File: src/rtl/dosux_pkg.sv
package dosux_pkg;

    // Stream widths: input data is dos_time, dos_date, unix_seconds (64 bits);
    // output data is unix_seconds_out, dos_time_out, dos_date_out padded to 72 bits.
    localparam int S_TDATA_W = 64;
    localparam int M_TDATA_W = 72;

    // Selector codes carried on the input tuser.
    localparam logic ACT_DOS_TO_UNIX = 1'b0;
    localparam logic ACT_UNIX_TO_DOS = 1'b1;

    // Calendar constants.
    localparam logic [16:0] SECS_PER_DAY      = 17'd86400;
    localparam logic [11:0] SECS_PER_HOUR     = 12'd3600;
    localparam logic [15:0] DAYS_TO_1980      = 16'd3652;
    localparam logic [15:0] DAYS_TO_1980_LEAP = 16'd3653;
    localparam logic [31:0] SECS_AT_1980      = 32'd315532800;
    localparam logic [8:0]  DAYS_PER_YEAR     = 9'd365;

    // Reciprocals for the constant divisions. The quotient is taken from the
    // upper product bits: by day at bit 32 (may be one low), by hour at bit
    // 27, by minute at bit 23 and by year at bit 24 (all exact in range).
    localparam logic [15:0] RECIP_DAY  = 16'd49710;
    localparam logic [15:0] RECIP_HOUR = 16'd37283;
    localparam logic [17:0] RECIP_MIN  = 18'd139811;
    localparam logic [15:0] RECIP_YEAR = 16'd45965;

    // Day of year at which each month starts; codes above December read zero.
    localparam logic [8:0] MONTH_START [16] = '{
        9'd0, 9'd31, 9'd59, 9'd90, 9'd120, 9'd151, 9'd181, 9'd212,
        9'd243, 9'd273, 9'd304, 9'd334, 9'd0, 9'd0, 9'd0, 9'd0
    };

    // Per-stage load enables handed to the datapath blocks.
    typedef struct packed {
        logic s1;
        logic s2;
        logic s3;
        logic s4;
        logic s5;
        logic s6;
    } dosux_load_t;

endpackage

File: src/rtl/dosux_to_unix.sv
module dosux_to_unix
(
    input  logic                clk,
    input  dosux_pkg::dosux_load_t load,
    input  logic [15:0]         dos_time,
    input  logic [15:0]         dos_date,
    output logic [32:0]         unix_seconds
);

    logic [3:0]  mfield;
    logic [3:0]  mi;
    logic [6:0]  year;
    logic        leap_fix;
    logic [15:0] days_next;
    logic [16:0] hms_next;
    logic [32:0] secs_next;
    logic [15:0] days_reg;
    logic [16:0] hms_reg;
    logic [32:0] secs_reg [2:6];

    // Stage 1: day count and seconds within the day from the packed fields.
    always_comb
    begin
        mfield   = dos_date[8:5];
        mi       = (mfield == 4'd0) ? 4'd0 : mfield - 4'd1;
        year     = dos_date[15:9];
        leap_fix = (year[1:0] == 2'b00) && (mi < 4'd2);
        days_next = 16'(dos_date[4:0]) + 16'(dosux_pkg::MONTH_START[mi])
                  + 16'(year[6:2]) + 16'(year) * 16'(dosux_pkg::DAYS_PER_YEAR)
                  + dosux_pkg::DAYS_TO_1980_LEAP - 16'd1 - 16'(leap_fix);
        hms_next  = 17'({dos_time[4:0], 1'b0}) + 17'(dos_time[10:5]) * 17'd60
                  + 17'(dos_time[15:11]) * 17'(dosux_pkg::SECS_PER_HOUR);
    end

    // Stage 2: scale days to seconds.
    assign secs_next = 33'(days_reg) * 33'(dosux_pkg::SECS_PER_DAY) + 33'(hms_reg);

    // Stage registers, then a delay line that keeps the result in step with
    // the longer Unix to DOS path.
    always_ff @(posedge clk)
    begin
        if (load.s1)
        begin
            days_reg <= days_next;
            hms_reg  <= hms_next;
        end
        if (load.s2)
        begin
            secs_reg[2] <= secs_next;
        end
        if (load.s3)
        begin
            secs_reg[3] <= secs_reg[2];
        end
        if (load.s4)
        begin
            secs_reg[4] <= secs_reg[3];
        end
        if (load.s5)
        begin
            secs_reg[5] <= secs_reg[4];
        end
        if (load.s6)
        begin
            secs_reg[6] <= secs_reg[5];
        end
    end

    assign unix_seconds = secs_reg[6];

endmodule

File: src/rtl/dosux_day_split.sv
module dosux_day_split
(
    input  logic                clk,
    input  dosux_pkg::dosux_load_t load,
    input  logic [31:0]         unix_seconds,
    output logic [16:0]         tod,
    output logic [15:0]         day_1980,
    output logic                clamped
);

    logic        below;
    logic [31:0] sc_next;
    logic [47:0] q_prod;
    logic [32:0] day_prod;
    logic [31:0] diff;
    logic [17:0] rem;
    logic        over;
    logic [31:0] sc1_reg;
    logic [15:0] q1_reg;
    logic        cl1_reg;
    logic [31:0] sc2_reg;
    logic [31:0] prod2_reg;
    logic [15:0] q2_reg;
    logic        cl2_reg;
    logic [16:0] tod3_reg;
    logic [15:0] dz3_reg;
    logic        cl3_reg;

    // Stage 1: saturate to 1980 and estimate the day number (may be one low).
    always_comb
    begin
        below   = unix_seconds < dosux_pkg::SECS_AT_1980;
        sc_next = below ? dosux_pkg::SECS_AT_1980 : unix_seconds;
        q_prod  = 48'(sc_next) * 48'(dosux_pkg::RECIP_DAY);
    end

    // Stage 2: seconds at the start of the estimated day.
    assign day_prod = 33'(q1_reg) * 33'(dosux_pkg::SECS_PER_DAY);

    // Stage 3: remainder below two days; one correction step fixes the estimate.
    always_comb
    begin
        diff = sc2_reg - prod2_reg;
        rem  = diff[17:0];
        over = rem >= 18'(dosux_pkg::SECS_PER_DAY);
    end

    always_ff @(posedge clk)
    begin
        if (load.s1)
        begin
            sc1_reg <= sc_next;
            q1_reg  <= q_prod[47:32];
            cl1_reg <= below;
        end
        if (load.s2)
        begin
            sc2_reg   <= sc1_reg;
            prod2_reg <= day_prod[31:0];
            q2_reg    <= q1_reg;
            cl2_reg   <= cl1_reg;
        end
        if (load.s3)
        begin
            tod3_reg <= over ? 17'(rem - 18'(dosux_pkg::SECS_PER_DAY)) : rem[16:0];
            dz3_reg  <= q2_reg + 16'(over) - dosux_pkg::DAYS_TO_1980;
            cl3_reg  <= cl2_reg;
        end
    end

    assign tod      = tod3_reg;
    assign day_1980 = dz3_reg;
    assign clamped  = cl3_reg;

endmodule

File: src/rtl/dosux_to_dos.sv
module dosux_to_dos
(
    input  logic                clk,
    input  dosux_pkg::dosux_load_t load,
    input  logic [16:0]         tod,
    input  logic [15:0]         day_1980,
    input  logic                clamped_in,
    output logic [15:0]         dos_time,
    output logic [15:0]         dos_date,
    output logic                clamped
);

    logic [31:0] hour_prod;
    logic [33:0] min_prod;
    logic [30:0] year_prod;
    logic [16:0] sec_full;
    logic [10:0] minute_full;
    logic [15:0] base_a;
    logic [15:0] base_b;
    logic        late;
    logic        leap;
    logic        feb29;
    logic [8:0]  nl;
    logic [11:0] started;
    logic [3:0]  month_cnt;
    logic [3:0]  mprev;
    logic [4:0]  hour4_reg;
    logic [10:0] mt4_reg;
    logic [16:0] tod4_reg;
    logic [6:0]  y4_reg;
    logic [15:0] dz4_reg;
    logic        cl4_reg;
    logic [15:0] tw5_reg;
    logic [6:0]  year5_reg;
    logic [8:0]  doy5_reg;
    logic        cl5_reg;
    logic [15:0] tw6_reg;
    logic [6:0]  year6_reg;
    logic [8:0]  nl6_reg;
    logic [3:0]  month6_reg;
    logic        cl6_reg;

    // Stage 4: hours, total minutes and a year estimate by reciprocals.
    always_comb
    begin
        hour_prod = 32'(tod) * 32'(dosux_pkg::RECIP_HOUR);
        min_prod  = 34'(tod) * 34'(dosux_pkg::RECIP_MIN);
        year_prod = 31'(day_1980) * 31'(dosux_pkg::RECIP_YEAR);
    end

    // Stage 5: seconds and minute fields; step the year back when the leap
    // days push its start past the day number.
    always_comb
    begin
        sec_full    = tod4_reg - 17'(mt4_reg) * 17'd60;
        minute_full = mt4_reg - 11'(hour4_reg) * 11'd60;
        base_a = 16'((8'(y4_reg) + 8'd3) >> 2)
               + 16'(y4_reg) * 16'(dosux_pkg::DAYS_PER_YEAR);
        base_b = 16'((8'(y4_reg) + 8'd2) >> 2)
               + 16'(y4_reg - 7'd1) * 16'(dosux_pkg::DAYS_PER_YEAR);
        late   = base_a > dz4_reg;
    end

    // Stage 6: place February 29 and find the month by table compare.
    always_comb
    begin
        leap  = year5_reg[1:0] == 2'b00;
        feb29 = leap && (doy5_reg == 9'd59);
        nl    = (!leap || doy5_reg <= 9'd59) ? doy5_reg : doy5_reg - 9'd1;
        for (int m = 0; m < 12; m++)
        begin
            started[m] = nl >= dosux_pkg::MONTH_START[m];
        end
        month_cnt = 4'd0;
        for (int m = 0; m < 12; m++)
        begin
            month_cnt = month_cnt + 4'(started[m]);
        end
    end

    always_ff @(posedge clk)
    begin
        if (load.s4)
        begin
            hour4_reg <= hour_prod[31:27];
            mt4_reg   <= min_prod[33:23];
            tod4_reg  <= tod;
            y4_reg    <= year_prod[30:24];
            dz4_reg   <= day_1980;
            cl4_reg   <= clamped_in;
        end
        if (load.s5)
        begin
            tw5_reg   <= {hour4_reg, minute_full[5:0], sec_full[5:1]};
            year5_reg <= late ? y4_reg - 7'd1 : y4_reg;
            doy5_reg  <= 9'(dz4_reg - (late ? base_b : base_a));
            cl5_reg   <= cl4_reg;
        end
        if (load.s6)
        begin
            tw6_reg    <= tw5_reg;
            year6_reg  <= year5_reg;
            nl6_reg    <= nl;
            month6_reg <= feb29 ? 4'd2 : month_cnt;
            cl6_reg    <= cl5_reg;
        end
    end

    // Date word from day within month, month and year.
    assign mprev    = month6_reg - 4'd1;
    assign dos_date = 16'(nl6_reg) - 16'(dosux_pkg::MONTH_START[mprev]) + 16'd1
                    + (16'(month6_reg) << 5) + (16'(year6_reg) << 9);
    assign dos_time = tw6_reg;
    assign clamped  = cl6_reg;

endmodule

File: src/rtl/dos_unix_timestamp_convert.sv
// Throughput: one item per cycle while m_tready is high; each of the eight
// register stages holds only short arithmetic with constant multipliers, and
// the stages advance independently so bubbles close up while the output is stalled.
// Reset: all stage valid bits clear, the pipeline is empty and ready at once.
module dos_unix_timestamp_convert
(
    input  logic                            clk,
    input  logic                            rst_n,
    input  logic                            s_tvalid,
    output logic                            s_tready,
    // dos_time [15:0], dos_date [31:16], unix_seconds [63:32]
    input  logic [dosux_pkg::S_TDATA_W-1:0] s_tdata,
    // action [0]
    input  logic [0:0]                      s_tuser,
    output logic                            m_tvalid,
    input  logic                            m_tready,
    // unix_seconds_out [32:0], dos_time_out [48:33], dos_date_out [64:49], zero above
    output logic [dosux_pkg::M_TDATA_W-1:0] m_tdata,
    // clamped [0]
    output logic [0:0]                      m_tuser
);

    logic [7:0]  valid_reg;
    logic [7:0]  rdy;
    logic [6:0]  act_reg;
    logic [15:0] time_reg;
    logic [15:0] date_reg;
    logic [31:0] secs_reg;
    logic [32:0] unix_out_reg;
    logic [15:0] tw_out_reg;
    logic [15:0] dw_out_reg;
    logic        cl_out_reg;
    logic        act_out_reg;

    dosux_pkg::dosux_load_t load;
    logic [32:0] unix_res;
    logic [16:0] tod;
    logic [15:0] day_1980;
    logic        clamped_split;
    logic [15:0] dos_time_res;
    logic [15:0] dos_date_res;
    logic        clamped_res;

    // Each stage takes a new item when it is empty or its successor moves on.
    always_comb
    begin
        rdy[7] = !valid_reg[7] || m_tready;
        for (int i = 6; i >= 0; i--)
        begin
            rdy[i] = !valid_reg[i] || rdy[i + 1];
        end
    end

    assign load.s1 = rdy[1];
    assign load.s2 = rdy[2];
    assign load.s3 = rdy[3];
    assign load.s4 = rdy[4];
    assign load.s5 = rdy[5];
    assign load.s6 = rdy[6];

    assign s_tready = rdy[0];
    assign m_tvalid = valid_reg[7];
    assign m_tdata  = {7'd0, dw_out_reg, tw_out_reg, unix_out_reg};
    assign m_tuser  = cl_out_reg;

    // Stage valid bits.
    always_ff @(posedge clk or negedge rst_n)
    begin
        if (!rst_n)
        begin
            valid_reg <= '0;
        end
        else
        begin
            if (rdy[0])
            begin
                valid_reg[0] <= s_tvalid;
            end
            for (int i = 1; i < 8; i++)
            begin
                if (rdy[i])
                begin
                    valid_reg[i] <= valid_reg[i - 1];
                end
            end
        end
    end

    // Input register and the action bit that follows each item.
    always_ff @(posedge clk)
    begin
        if (rdy[0])
        begin
            act_reg[0] <= s_tuser[0];
            time_reg   <= s_tdata[15:0];
            date_reg   <= s_tdata[31:16];
            secs_reg   <= s_tdata[63:32];
        end
        for (int i = 1; i < 7; i++)
        begin
            if (rdy[i])
            begin
                act_reg[i] <= act_reg[i - 1];
            end
        end
    end

    dosux_to_unix u_to_unix
    (
        .clk          (clk),
        .load         (load),
        .dos_time     (time_reg),
        .dos_date     (date_reg),
        .unix_seconds (unix_res)
    );

    dosux_day_split u_day_split
    (
        .clk          (clk),
        .load         (load),
        .unix_seconds (secs_reg),
        .tod          (tod),
        .day_1980     (day_1980),
        .clamped      (clamped_split)
    );

    dosux_to_dos u_to_dos
    (
        .clk        (clk),
        .load       (load),
        .tod        (tod),
        .day_1980   (day_1980),
        .clamped_in (clamped_split),
        .dos_time   (dos_time_res),
        .dos_date   (dos_date_res),
        .clamped    (clamped_res)
    );

    // Result register: the unused direction's fields read zero.
    always_ff @(posedge clk)
    begin
        if (rdy[7])
        begin
            act_out_reg <= act_reg[6];
            if (act_reg[6] == dosux_pkg::ACT_UNIX_TO_DOS)
            begin
                unix_out_reg <= '0;
                tw_out_reg   <= dos_time_res;
                dw_out_reg   <= dos_date_res;
                cl_out_reg   <= clamped_res;
            end
            else
            begin
                unix_out_reg <= unix_res;
                tw_out_reg   <= '0;
                dw_out_reg   <= '0;
                cl_out_reg   <= 1'b0;
            end
        end
    end

    // The input only stalls when every stage holds an item.
    a_stall_full: assert property (@(posedge clk) disable iff (!rst_n)
        !s_tready |-> (&valid_reg))
        else $error("input stalled with an empty stage");

    a_to_unix_zero: assert property (@(posedge clk) disable iff (!rst_n)
        m_tvalid && (act_out_reg == dosux_pkg::ACT_DOS_TO_UNIX)
        |-> (tw_out_reg == 16'd0) && (dw_out_reg == 16'd0) && !cl_out_reg)
        else $error("DOS fields set on a DOS to Unix item");

    a_time_range: assert property (@(posedge clk) disable iff (!rst_n)
        m_tvalid && (act_out_reg == dosux_pkg::ACT_UNIX_TO_DOS)
        |-> (unix_out_reg == 33'd0) && (tw_out_reg[15:11] <= 5'd23)
            && (tw_out_reg[10:5] <= 6'd59) && (tw_out_reg[4:0] <= 5'd29))
        else $error("time word out of range");

    a_date_range: assert property (@(posedge clk) disable iff (!rst_n)
        m_tvalid && (act_out_reg == dosux_pkg::ACT_UNIX_TO_DOS)
        |-> (dw_out_reg[8:5] >= 4'd1) && (dw_out_reg[8:5] <= 4'd12)
            && (dw_out_reg[4:0] >= 5'd1))
        else $error("date word out of range");

    a_clamp_value: assert property (@(posedge clk) disable iff (!rst_n)
        m_tvalid && cl_out_reg |-> (tw_out_reg == 16'd0) && (dw_out_reg == 16'h0021))
        else $error("saturated item is not 1980-01-01");

endmodule
File: config.mk
export PLATFORM = sky130hd
export DESIGN_NAME = dos_unix_timestamp_convert
export DESIGN_NICKNAME = d
export VERILOG_FILES = /design/src/rtl/dosux_pkg.sv /design/src/rtl/dosux_to_unix.sv /design/src/rtl/dosux_day_split.sv /design/src/rtl/dosux_to_dos.sv /design/src/rtl/dos_unix_timestamp_convert.sv
export SDC_FILE = /design/constraint.sdc
export NUM_CORES = 2
export LEC_CHECK = 0
export BUFFER_PORTS_ARGS = -buffer_cell sky130_fd_sc_hd__buf_2
export CORE_MARGIN = 10
export CORE_UTILIZATION = 49
export CTS_CLUSTER_SIZE = 24
export DETAILED_ROUTE_END_ITERATION = 10
export PLACE_DENSITY = 0.75
export SLEW_MARGIN = 0
export SYNTH_ARGS = -nofsm -noshare
export SYNTH_HDL_FRONTEND = slang
export SYNTH_SLANG_ARGS = --single-unit
File: constraint.sdc
create_clock -name clk -period 12.6 [get_ports clk]
set_input_delay 2.52 -clock clk [delete_from_list [all_inputs] [get_ports clk]]
set_output_delay 2.52 -clock clk [all_outputs]
set_load 0.02 [all_outputs]
==> metrics <==
hold crit path type flop to flop; cell taking the most area after synthesis edfxtp_1; footprint of the multi-input gates 29,700 um^2; fraction of layout cells with a size suffix above 1 6.50%; post-synthesis sequential area ratio 33.5%; Ys Warns 0; kind of critical path flop to flop; clk sink count 560; worst-margin pin slew 1140 ps; Post-layout nets 5,929; Final Slew Violations 0; Cell Area, Synth 50,100 um^2; number of setup violations in the final report 0; # DRC 0; Post-synth top cells 980 x ha_1, 940 x inv_1, 552 x edfxtp_1; Critical Path Max Stage Delay 890 ps; DIE AREA 115,000 um^2; TritonCTS buffer count 61; Post-synth EDFFs 552; Die Ht 340 um; latest clock arrival within the worst-skew pair 710 ps; Fill cells 8,615; Layout Skew 65.7 ps; Netlist cell types 88; Yosys reg bits 560; gr ovfl total 0; CP max-delay cell a31oi_2; Post-synth ARST share 1.43%; PortBufs 135; internal reg-to-reg setup slack 3690 ps; drt first pass iters 5; most numerous cell in the Yosys netlist ha_1; synthesized instance count 4,264; sum of negative setup slack 0 ps; top cell type's share of synthesized area 33.1%; Placed Cells 5,745; Worst EP arrival 9310 ps; reg2reg start u_to_dos.y4_reg[0]; first-pass GRT wire length 156 mm; maximum clock path buffer count 3; Routed Antenna Nets 0; Final GP Congestion 0.869; Site Rows 117; Mean Syn Cell Area 11.7 um^2; wire per inst 15.8 um; CP endpoint kind flop; Worst-path clk slew 60 ps; number of flip-flops in the largest register 160; CTS tree done; Hold Crit Depth 0; synthesis-to-finish area growth 8.96%; Max-Cap Viols 0; worst r2r path cells 38; CTS resizes 0; Worst Hold End u_to_unix.secs_reg[6][4]; Final period util 70.7%; initial DRC count 1,325; fin crit period 8910 ps; Post CTS Setup Buffer Count 0; Achievable Freq 0.112 GHz; crit-path max FO 20; initial cell density of the core 49.3%; largest net degree at the start of global routing 81; slew margin rel. 23.6%; Crit path top cell by count a21oi_1; Setup crit start kind flop; CTS H-tree depth 2; RSZ-0062 raised after global routing false; vias in the first global route 31,595; vias 29,565; hold path start u_to_unix.secs_reg[5][4]; Final WS setup 3690 ps; Layout Utilization 53.7%; Top Ports 144; reg2reg end u_to_dos.doy5_reg[8]; Placement Setup Slack 3780 ps; Crit path required time 13,000 ps; gr usage total 16.4%; Final Instance Count excl. Fillers 5,860; Die W 340 um; Post-CTS Hold Buffers 0; Final Hold Fails 0; clk root buf clkbuf_16; status completed; register area 16,800 um^2; antenna violations before repair 2; final WL 92.7 mm; Core ar. 102,000 um^2; Area contributors post-synth edfxtp_1 33%, ha_1 24%, fa_1 18%; Synth Flop Type edfxtp_1; Post-DP HPWL 74.6 mm; routed vias/inst 5.05; antenna cells 0
kinds of logic after synthesis:
logic type / synth area share [%]
adders and majority gates: 42.1
buffers and inverters: 7.40
DFF: 33.5
and+or+nand+nor: 5.61
AOI/OAI and AO/OA: 6.26
xor gates and xnor gates: 4.83
muxes: 0.302
other: 0.00749
cell type report:
class                   count  share of cell area (%)
clock buffers              75                    2.97
repair buffers            143                    1.35
flip-flops and latches    560                    30.7
clock inverters            40                   0.908
well taps                1368                    3.14
multi-input cells        2732                    54.4
inverters                 942                    6.48
layer usage:
layer,track usage [%],wire [um]
met3,2.93,4470
met2,27.8,43700
met1,21.7,42400
met4,4.13,2140
met5,0,0
through the flow:
step | hold WS [ps] | area (um^2)
2_1_floorplan | 400 | 50100
3_3_place_gp | 400 | 52500
3_5_place_dp | 405 | 52500
4_1_cts | 400 | 54600
5_1_grt | 410 | 54600
6_report | 399 | 54600
critical path, delay by kind of cell, from the launching register on:
kind	cells	cell delay [ps]
flip-flops	1	540
adder cells (fa/ha/maj)	8	2610
buffers and inverters	4	410
AO/OA/AOI/OAI	18	3930
AND/OR/NAND/NOR	4	710
XOR/XNOR	4	460
layout by cell type (no fill, tap or decap), drive strengths merged, types with 8 or more instances in the layout:
cell,instances
a2111oi,8
a211oi,12
a21o,65
a21oi,148
a31oi,21
and2,42
and3,20
buf,143
bufinv,8
clkbuf,75
clkinv,23
conb,8
dfrtp,8
edfxtp,552
fa,440
ha,980
inv,946
mux2i,14
nand2,103
nand2b,31
nand3,42
nand4,13
nor2,126
nor2b,60
nor3,40
o211ai,9
o21a,21
o21ai,82
o21bai,42
o31ai,9
or2,19
or3,12
xnor2,192
xor2,78
how the worst max path moves through the flow:
stage	startpoint	endpoint	slack (ps)	cells after the start
finish	u_to_dos.y4_reg[0]	u_to_dos.doy5_reg[8]	3690	38
global route	u_to_dos.y4_reg[0]	u_to_dos.doy5_reg[8]	2950	38
CTS	u_to_dos.y4_reg[0]	u_to_dos.doy5_reg[8]	3720	38
detailed placement	u_to_dos.y4_reg[0]	u_to_dos.doy5_reg[8]	3780	38
global placement	u_to_dos.y4_reg[0]	u_to_dos.doy5_reg[8]	3970	38
floorplan	m_tready	s_tready	1100	6
Power is left out: the tool's default activity adds up to more than one toggle a clock period on the data nets, which glitch-free logic cannot reach.
